File: src/rtl/particle_grid_deposit_core_assert.svh
// Assertion macros for the grid deposit core.
`ifndef PARTICLE_GRID_DEPOSIT_CORE_ASSERT_SVH
`define PARTICLE_GRID_DEPOSIT_CORE_ASSERT_SVH
// Check an implication on every clock edge outside reset.
`define PGD_ASSERT_IMP(label, clk, rst_n, ante, cons, msg) \
    label: assert property (@(posedge clk) disable iff (!rst_n) (ante) |-> (cons)) \
        else $error(msg);
// Check a next-cycle implication outside reset.
`define PGD_ASSERT_NEXT(label, clk, rst_n, ante, cons, msg) \
    label: assert property (@(posedge clk) disable iff (!rst_n) (ante) |=> (cons)) \
        else $error(msg);
`endif

File: src/rtl/pgd_pkg.sv
// ----------------------------------------------------------------------------
// pgd_pkg
// Shared types and constants for the grid deposit core.
// ----------------------------------------------------------------------------
package pgd_pkg;
    localparam int CELLS     = 32768;
    localparam int CELL_W    = $clog2(CELLS);
    localparam int STORE_W   = 48 + 48 + 32;
    localparam int DIVIDEND_W = 33;

    localparam logic CMD_DEPOSIT = 1'b0;
    localparam logic CMD_READ    = 1'b1;

    localparam logic [2:0] REG_SCALE = 3'd0;
    localparam logic [2:0] REG_LOW_X = 3'd1;
    localparam logic [2:0] REG_LOW_Y = 3'd2;
    localparam logic [2:0] REG_LOW_Z = 3'd3;
    localparam logic [2:0] REG_DIM_X = 3'd4;
    localparam logic [2:0] REG_DIM_Y = 3'd5;
    localparam logic [2:0] REG_DIM_Z = 3'd6;

    // Commands from controller to datapath
    typedef struct packed {
        logic load;       // capture input item
        logic axis_mul;   // multiply one axis (axis select below)
        logic [1:0] axis; // 0 x, 1 y, 2 z
        logic idx_a;      // index step a: cx*dy + cy, limit
        logic idx_b;      // index step b: (..)*dz + cz
        logic div_start;  // start reciprocal
        logic rd_issue;   // issue store read
        logic rd_take;    // capture store read data
        logic wr_issue;   // write updated cell
        logic clr_issue;  // write zero at clear address
        logic res_load;   // load result register
    } t_cmd;

    typedef struct packed {
        logic ok;         // index valid
        logic is_read;    // item is a read command
        logic div_done;   // reciprocal finished
        logic clr_last;   // clear sweep at last cell
    } t_status;
endpackage

File: src/rtl/pgd_ctrl.sv
// ----------------------------------------------------------------------------
// pgd_ctrl
// Sequencer: store clear after reset, then one item at a time.
// ----------------------------------------------------------------------------
`include "particle_grid_deposit_core_assert.svh"
module pgd_ctrl (
    input  logic             i_clk,
    input  logic             i_rst_n,
    input  logic             i_s_tvalid,
    output logic             o_s_tready,
    output logic             o_m_tvalid,
    input  logic             i_m_tready,
    input  pgd_pkg::t_status i_status,
    output pgd_pkg::t_cmd    o_cmd
);
    import pgd_pkg::*;

    typedef enum logic [9:0] {
        S_CLEAR = 10'b0000000001,
        S_IDLE  = 10'b0000000010,
        S_MX    = 10'b0000000100,
        S_MY    = 10'b0000001000,
        S_MZ    = 10'b0000010000,
        S_IDXA  = 10'b0000100000,
        S_IDXB  = 10'b0001000000,
        S_READ  = 10'b0010000000,
        S_WAIT  = 10'b0100000000,
        S_DONE  = 10'b1000000000
    } t_state;

    t_state r_state, n_state;
    logic   r_out_valid, n_out_valid;
    logic   w_accept;

    // take input only in idle; a waiting result holds the next item in done
    assign w_accept   = i_s_tvalid && o_s_tready;
    assign o_s_tready = (r_state == S_IDLE);
    assign o_m_tvalid = r_out_valid;

    always_comb begin
        n_state     = r_state;
        n_out_valid = r_out_valid;
        o_cmd       = '0;
        if (r_out_valid && i_m_tready) begin
            n_out_valid = 1'b0;
        end
        case (r_state)
            S_CLEAR: begin
                o_cmd.clr_issue = 1'b1;
                if (i_status.clr_last) n_state = S_IDLE;
            end
            S_IDLE: begin
                if (w_accept) begin
                    o_cmd.load = 1'b1;
                    n_state    = S_MX;
                end
            end
            S_MX: begin
                o_cmd.axis_mul  = 1'b1;
                o_cmd.axis      = 2'd0;
                o_cmd.div_start = 1'b1;
                n_state         = S_MY;
            end
            S_MY: begin
                o_cmd.axis_mul = 1'b1;
                o_cmd.axis     = 2'd1;
                n_state        = S_MZ;
            end
            S_MZ: begin
                o_cmd.axis_mul = 1'b1;
                o_cmd.axis     = 2'd2;
                n_state        = S_IDXA;
            end
            S_IDXA: begin
                o_cmd.idx_a = 1'b1;
                n_state     = S_IDXB;
            end
            S_IDXB: begin
                o_cmd.idx_b    = 1'b1;
                n_state        = S_READ;
            end
            S_READ: begin
                o_cmd.rd_issue = 1'b1;
                n_state        = S_WAIT;
            end
            S_WAIT: begin
                o_cmd.rd_take = 1'b1;
                n_state       = S_DONE;
            end
            S_DONE: begin
                // finish when divider is done (or item is a read) and output slot is free
                if ((i_status.div_done || i_status.is_read) && !n_out_valid) begin
                    o_cmd.res_load = 1'b1;
                    o_cmd.wr_issue = i_status.ok && !i_status.is_read;
                    n_out_valid    = 1'b1;
                    n_state        = S_IDLE;
                end
            end
            default: n_state = S_IDLE;
        endcase
    end

    always_ff @(posedge i_clk) begin
        if (!i_rst_n) begin
            r_state     <= S_CLEAR;
            r_out_valid <= 1'b0;
        end else begin
            r_state     <= n_state;
            r_out_valid <= n_out_valid;
        end
    end

    `PGD_ASSERT_IMP(a_onehot, i_clk, i_rst_n, 1'b1, $onehot(r_state), "state not one-hot")
    `PGD_ASSERT_NEXT(a_load_busy, i_clk, i_rst_n, w_accept, !o_s_tready,
        "item taken while busy")
    `PGD_ASSERT_IMP(a_wr_ok, i_clk, i_rst_n, o_cmd.wr_issue, i_status.ok && !i_status.is_read,
        "store write without valid deposit")
    `PGD_ASSERT_NEXT(a_res_valid, i_clk, i_rst_n, o_cmd.res_load, o_m_tvalid,
        "result loaded but not shown")
endmodule

File: config.mk
export PLATFORM = sky130hd
export DESIGN_NAME = pgd_ctrl
export DESIGN_NICKNAME = d
export VERILOG_FILES = /design/src/rtl/pgd_pkg.sv /design/src/rtl/pgd_ctrl.sv
export VERILOG_INCLUDE_DIRS = /design/src /design/src/rtl
export SDC_FILE = /design/constraint.sdc
export NUM_CORES = 1
export LEC_CHECK = 0
export ABC_AREA = 1
export BUFFER_PORTS_ARGS = -buffer_cell sky130_fd_sc_hd__buf_2
export CELL_PAD_IN_SITES_DETAIL_PLACEMENT = 1
export CELL_PAD_IN_SITES_GLOBAL_PLACEMENT = 1
export CORE_ASPECT_RATIO = 1.1
export CORE_MARGIN = 2
export CORE_UTILIZATION = 34
export CTS_CLUSTER_SIZE = 25
export DETAILED_ROUTE_END_ITERATION = 6
export PLACE_DENSITY_LB_ADDON = 0.2
export SYNTH_ARGS = -nofsm -noshare
export SYNTH_HDL_FRONTEND = slang
export SYNTH_SLANG_ARGS = --single-unit
File: constraint.sdc
create_clock -name i_clk -period 1.5 [get_ports i_clk]
set_input_delay 0.225 -clock i_clk [delete_from_list [all_inputs] [get_ports i_clk]]
set_output_delay 0.225 -clock i_clk [all_outputs]
set_load 0.01 [all_outputs]
==> run_results.csv, run 1 <==
group,metric,value,unit
cells_and_area,final_cell_mix,"30 x buf_4, 20 x inv_1, 18 x buf_2, 17 x nor2_1, 16 x nand2_1",
die,die_x,50.45,um
cells_and_area,multi_input_area,593.1,um^2
synth,ys_ff_latch,11,
synth,synth_top_area_cell,"dfxtp_1",
sta,fin_ws,-0.3116,ns
synth,syn_area_per_cell,6.508,um^2
placed_design,dpl.cell_count,184,
setup_path,arrival,1.59,ns
routing,vias,1122,
setup_path,critical_path_class,"reg2out",
pwr,p_total,0.0007573,W
die,die_area,2780,um^2
die,start_util,35.83,%
routing,avgViaCountPerCell,5.123,
setup_path,cp_cell_sequence,"nor2_4 -> nand2_4 -> nor2_4 -> nand4_1 -> nor4_1 -> buf_2",
sta,slew_viol_final,0,
sta,slew-limit-headroom,74.34,%
routing,drc,0,
min_path,hold_class,"in2reg",
cells_and_area,final_common_cell,"buf_4",
synth,yosysSeqAreaShare,27.29,%
cells_and_area,post-route-util,65.67,%
synth,synth_area,807.0,um^2
sta,finalWorstPathRequiredPeriod,1.812,ns
pwr,leakage,0.7931,nW
routing,wl_met3,105,um
routing,met2_length,2.119,mm
cells_and_area,ff_latch_area,239.0,um^2
global_routing,grt.overflow.total,0,
sta,rsz0062_at_grt,"yes",
sta,max_freq,552.0,MHz
routing,wl_met1,1.703,mm
global_routing,antenna_found_initial,0,
global_routing,grt_max_degree,10,
clock_tree,cts_tree,"yes",
synth,synth_area_leaders,"dfxtp_1 27%, inv_1 11%, nor2_1 8.8%",
sta,finalClockSkew,0.01813,ns
setup_path,cp-start-kind,"flop",
cells_and_area,final_cells,219,
synth,yosys.cell_types.count,22,
setup_path,r2r_setup_slack,-0.09,ns
run,drv_cap,0,
pwr,comb_power_share,30.0,%
clock_tree,hold_buffers,0,
pwr,power_density,512.1,nW/um^2
cells_and_area,num-fill-cells,303,
clock_tree,clock_sink_count,11,
pwr,power_frac_clock,30.4,%
outcome,status,"finished, violations left",
clock_tree,cts_made_buffers,3,
clock_tree,cts_max_level,1,
pwr,peakVddDrop,0.5411,mV
placed_design,port_buffers,21,
sta,setup_viol,20,
setup_path,crit_top_cell,"nor2_4",
pwr,p_sw_share,34.35,%
global_routing,grt_pass1_vias,1092,
routing,avgRoutedWirePerCell,18.59,um
synth,synth_cells,124,
setup_path,end_kind,"output port",
sta,timing.hold.ws,0.1025,ns
clock_tree,path_clk_slew,0.10,ns
routing,drt-total-wl,4.071,mm
placed_design,place_congestion,0.8271,
pwr,power_switching,0.0002601,W
sta,post-route-period-util,120.8,%
routing,top_layer,"met4",
synth,yosys_warnings,0,
global_routing,grt_pass1_wl,4.899,mm
pwr,p_seq_share,39.6,%
die,coreArea,2252,um^2
die,ios,22,
synth,netlist.area_leader.share,27.29,%
die,rows,18,
placed_design,dp_hpwl,1.909,mm
pwr,p_int,0.0004972,W
setup_path,crit_path_top_delay_cell,"dfxtp_2",
global_routing,grt_usage,24.55,%
cells_and_area,antenna_cells,0,
routing,dr.pass1.iters,4,
setup_path,slowest_delay,0.34,ns
cells_and_area,area_growth,83.26,%
sta,hold_violations,0,
clock_tree,cts_buffer_depth,2,
clock_tree,clk_latency,0.30,ns
cells_and_area,drive_above_1_share,58.20,%
cells_and_area,fin_nets,198,
routing,drt_iter0_drc,10,
outcome,violations,"setup timing",
die,chipHeight,55.10,um
setup_path,cp.required,1.27,ns
synth,synth_nets,132,
clock_tree,root_buffer,"clkbuf_4",
sta,tightest_slew,0.3826,ns
routing,postRouteAntennaNets,0,
setup_path,crit_path_max_fanout,3,
## critical path, delay by kind of cell, from the launching register on
family	cells	cell delay (ns)
flops	1	0.34
simple gates	5	0.75
buf+inv	1	0.19
## logic make-up after synthesis
| logic type | share of synthesized area, % |
|---|---|
| and+or+nand+nor | 56.90 |
| DFF | 27.29 |
| AOI/OAI and AO/OA | 2.326 |
| buffers and inverters | 13.49 |
## sequential cells by signal, summed over array words and instances, names as in the netlist
| name | count |
|---|---|
| o_m_tvalid | 1 |
| r_state | 10 |
## power groups by stage
| stage | Combinational, W | Clock (W) | Sequential (W) |
|---|---|---|---|
| after global placement | 0.000128 | 0 | 0.000310 |
| final | 0.000227 | 0.000230 | 0.000300 |
| after CTS | 0.000162 | 0.000217 | 0.000301 |
| after detailed placement | 0.000133 | 0 | 0.000311 |
| after floorplan | 0.0000774 | 0 | 0.000314 |
| after global routing | 0.000240 | 0.000246 | 0.000300 |
## final timing paths
| kind | to | from | depth (start not counted) |
|---|---|---|---|
| setup reg to reg | r_state[6]$_SDFFE_PN0P_ | r_state[4]$_SDFFE_PN0P_ | 10 |
| setup / recovery | o_cmd[2] | r_state[0]$_SDFFE_PN1P_ | 6 |
| hold / removal | r_state[0]$_SDFFE_PN1P_ | i_rst_n | 2 |
| hold reg to reg | o_m_tvalid$_SDFF_PN0_ | o_m_tvalid$_SDFF_PN0_ | 2 |
## cell type report
type | count | area share (%)
multi-input combinational | 85 | 40.10
timing repair buffer | 62 | 31.98
sequential | 11 | 16.16
inverter | 27 | 7.360
tap | 30 | 2.538
clock buffer | 3 | 1.523
clock inverter | 1 | 0.3384
## cells in the mapped netlist
master     n
nand2_4    3
nor3_1    12
buf_4      1
nand2_2    1
nor3_2     2
nand2_1   17
dfxtp_1   11
or2_2      1
a21oi_1    2
nand4_2    1
nor2_2     1
inv_1     24
nand3_2    2
inv_2      2
nor2_1    19
nand3_1    9
nor4_1     2
a21oi_2    1
nor2_4     5
clkinv_1   1
nand3b_1   1
nand4_1    6
## through the flow
step            TNS [ns]  worst slack, ns  area, um^2
2_1_floorplan          0          0.03619       807.0
3_3_place_gp           0          0.06111        1017
3_5_place_dp   -0.005159        -0.005159        1017
4_1_cts           -1.916          -0.2601        1249
5_1_grt           -4.194          -0.3427        1479
6_report          -3.129          -0.3116        1479
## timing repair
| item | CTS | global route |
|---|---|---|
| gates cloned | 0 | 0 |
| hold endpoints to repair | 0 | 0 |
| resized for setup | 20 | 35 |
| pin swaps | 11 | 20 |
| buffers inserted | 18 | 16 |
| setup endpoints to repair | 15 | 20 |
## layer usage
layer,global-route usage [%],vias up
met5,0,-
li1,-,525
met1,27.26,554
met3,5.108,13
met4,15.32,0
met2,43.86,30
(Power assumes the default switching activity.)
==> inputs of run 2 (changes only) <==
Settings changed: PLACE_DENSITY_LB_ADDON 0.2 to 0.1.
==> run_results.csv, run 2 (synthesis results as in run 1) <==
group,metric,value,unit
outcome,status,"finished, violations left",
outcome,violations,"setup timing",
pwr,power_density,484.1,nW/um^2
global_routing,grt_pass1_vias,1104,
setup_path,path_buf_inv,4,
placed_design,dp_hpwl,1.886,mm
sta,rsz0062_at_grt,"yes",
setup_path,r2r-start,"r_state[8]$_SDFFE_PN0P_",
setup_path,slowest_delay,0.36,ns
routing,avgViaCountPerCell,5.453,
die,start_util,35.83,%
clock_tree,cts_buffer_depth,2,
setup_path,cp_cell_sequence,"nor2_4 -> buf_6 -> buf_6 -> nand4_1 -> inv_1 -> buf_2",
clock_tree,clk_latency,0.28,ns
sta,post-route-period-util,119.5,%
die,chipHeight,55.10,um
die,die_area,2780,um^2
clock_tree,cts_max_level,1,
pwr,p_int,0.0004760,W
sta,slew_viol_final,0,
routing,avgRoutedWirePerCell,21.12,um
setup_path,end_kind,"output port",
setup_path,crit_top_cell,"buf_6",
sta,hold_violations,0,
routing,dr.pass1.iters,4,
cells_and_area,area_growth,85.74,%
placed_design,dpl.cell_count,186,
global_routing,grt_usage,25.47,%
clock_tree,cts_tree,"yes",
routing,drc,0,
cells_and_area,antenna_cells,0,
clock_tree,cts_made_buffers,3,
run,drv_cap,0,
global_routing,antenna_found_initial,0,
sta,fin_ws,-0.2923,ns
sta,max_freq,557.9,MHz
placed_design,place_congestion,0.7942,
setup_path,critical_path_class,"reg2out",
pwr,p_seq_share,41.1,%
die,die_x,50.45,um
clock_tree,root_buffer,"clkbuf_4",
global_routing,grt_max_degree,10,
setup_path,cp.required,1.27,ns
sta,finalWorstPathRequiredPeriod,1.792,ns
sta,timing.hold.ws,0.1731,ns
sta,slew-limit-headroom,78.01,%
pwr,power_switching,0.0002497,W
routing,drt-total-wl,4.710,mm
clock_tree,hold_buffers,0,
cells_and_area,largest-register,"r_state",
clock_tree,path_clk_slew,0.09,ns
setup_path,crit_path_max_fanout,3,
routing,drt_iter0_drc,38,
cells_and_area,final_common_cell,"buf_4",
pwr,p_total,0.0007257,W
die,coreArea,2252,um^2
routing,postRouteAntennaNets,0,
pwr,peakVddDrop,0.5697,mV
pwr,comb_power_share,27.8,%
cells_and_area,largest_reg_flops,10,
die,rows,18,
global_routing,grt_pass1_wl,5.147,mm
setup_path,arrival,1.57,ns
cells_and_area,final_cells,223,
setup_path,cp-start-kind,"flop",
setup_path,crit_family,"buffers and inverters",
cells_and_area,drive_above_1_share,58.03,%
pwr,p_sw_share,34.41,%
pwr,power_frac_clock,31.1,%
cells_and_area,fin_nets,202,
pwr,leakage,0.7974,nW
sta,tightest_slew,0.3278,ns
min_path,hold_class,"in2reg",
placed_design,port_buffers,21,
setup_path,crit_start,"r_state[8]$_SDFFE_PN0P_",
min_path,min-delay-start,"i_rst_n",
sta,setup_viol,20,
routing,vias,1216,
global_routing,grt.overflow.total,0,
die,ios,22,
sta,finalClockSkew,0.01335,ns
setup_path,crit_path_top_delay_cell,"dfxtp_4",
cells_and_area,final_cell_mix,"34 x buf_4, 21 x inv_1, 17 x nand2_1, 17 x buf_2",
clock_tree,clock_sink_count,11,
run 2: cell count changes in the layout (fill, tap and decap cells not counted), moves of 2 or more:
cell | before | now
nor2_2 | 0 | 3
nand3_2 | 4 | 2
dfxtp_4 | 3 | 6
nand3_1 | 5 | 7
dfxtp_2 | 6 | 4
nand2_4 | 4 | 2
buf_4 | 30 | 34
nor2_1 | 17 | 15
run 2: final timing paths:
check / endpoint / slack, ns / cells after the start
min reg2reg: o_m_tvalid$_SDFF_PN0_ / 0.55 / 2
min: r_state[0]$_SDFFE_PN1P_ / 0.17 / 2
max reg2reg: r_state[1]$_SDFFE_PN0P_ / -0.12 / 8
max: o_cmd[5] / -0.29 / 6
run 2: per-layer routing:
| layer | wire [um] | track usage (%) | up-vias |
|---|---|---|---|
| met1 | 1903 | 27.85 | 608 |
| li1 | - | - | 532 |
| met4 | 173 | 10.81 | 0 |
| met2 | 2420 | 50.44 | 56 |
| met3 | 214 | 2.957 | 20 |
| met5 | 0 | 0 | - |
run 2: metrics by stage:
stage | worst slack [ns] | instance area (um^2) | utilization [%] | TNS [ns]
6_report | -0.2923 | 1499 | 66.56 | -3.476
5_1_grt | -0.3418 | 1499 | 66.56 | -4.590
4_1_cts | -0.2456 | 1341 | 59.56 | -2.320
3_5_place_dp | -0.05211 | 1032 | 45.83 | -0.05211
3_3_place_gp | 0.04713 | 1032 | 45.83 | 0
2_1_floorplan | 0.03619 | 807.0 | - | 0
run 2: timing repair:
action	in CTS	in global routing
pin swaps	14	25
endpoints found under the hold margin	0	0
setup buffers	25	14
resized for setup	26	30
setup endpoints to repair	13	22
run 2: layout make-up:
type                       count  area [um^2]
fill                         290        753.2
clock buffer                   4        26.28
tap                           30        37.54
inverter                      27        106.4
multi-input combinational     85        571.8
timing repair buffer          66        509.2
sequential                    11        247.7
run 2: worst register-to-register path, delay by kind of cell, from the launching register on:
kind            cells  cell delay (ns)
simple gates        5             0.83
buf+inv             2             0.25
compound gates      1             0.08
flops               1             0.36
run 2: power groups by stage:
stage                     Sequential (W)  Combinational [W]  Clock (W)
after floorplan                 0.000314          0.0000774          0
after global placement          0.000311           0.000128          0
after detailed placement        0.000311           0.000131          0
after CTS                       0.000301           0.000157   0.000218
after global routing            0.000298           0.000212   0.000242
final                           0.000298           0.000202   0.000226
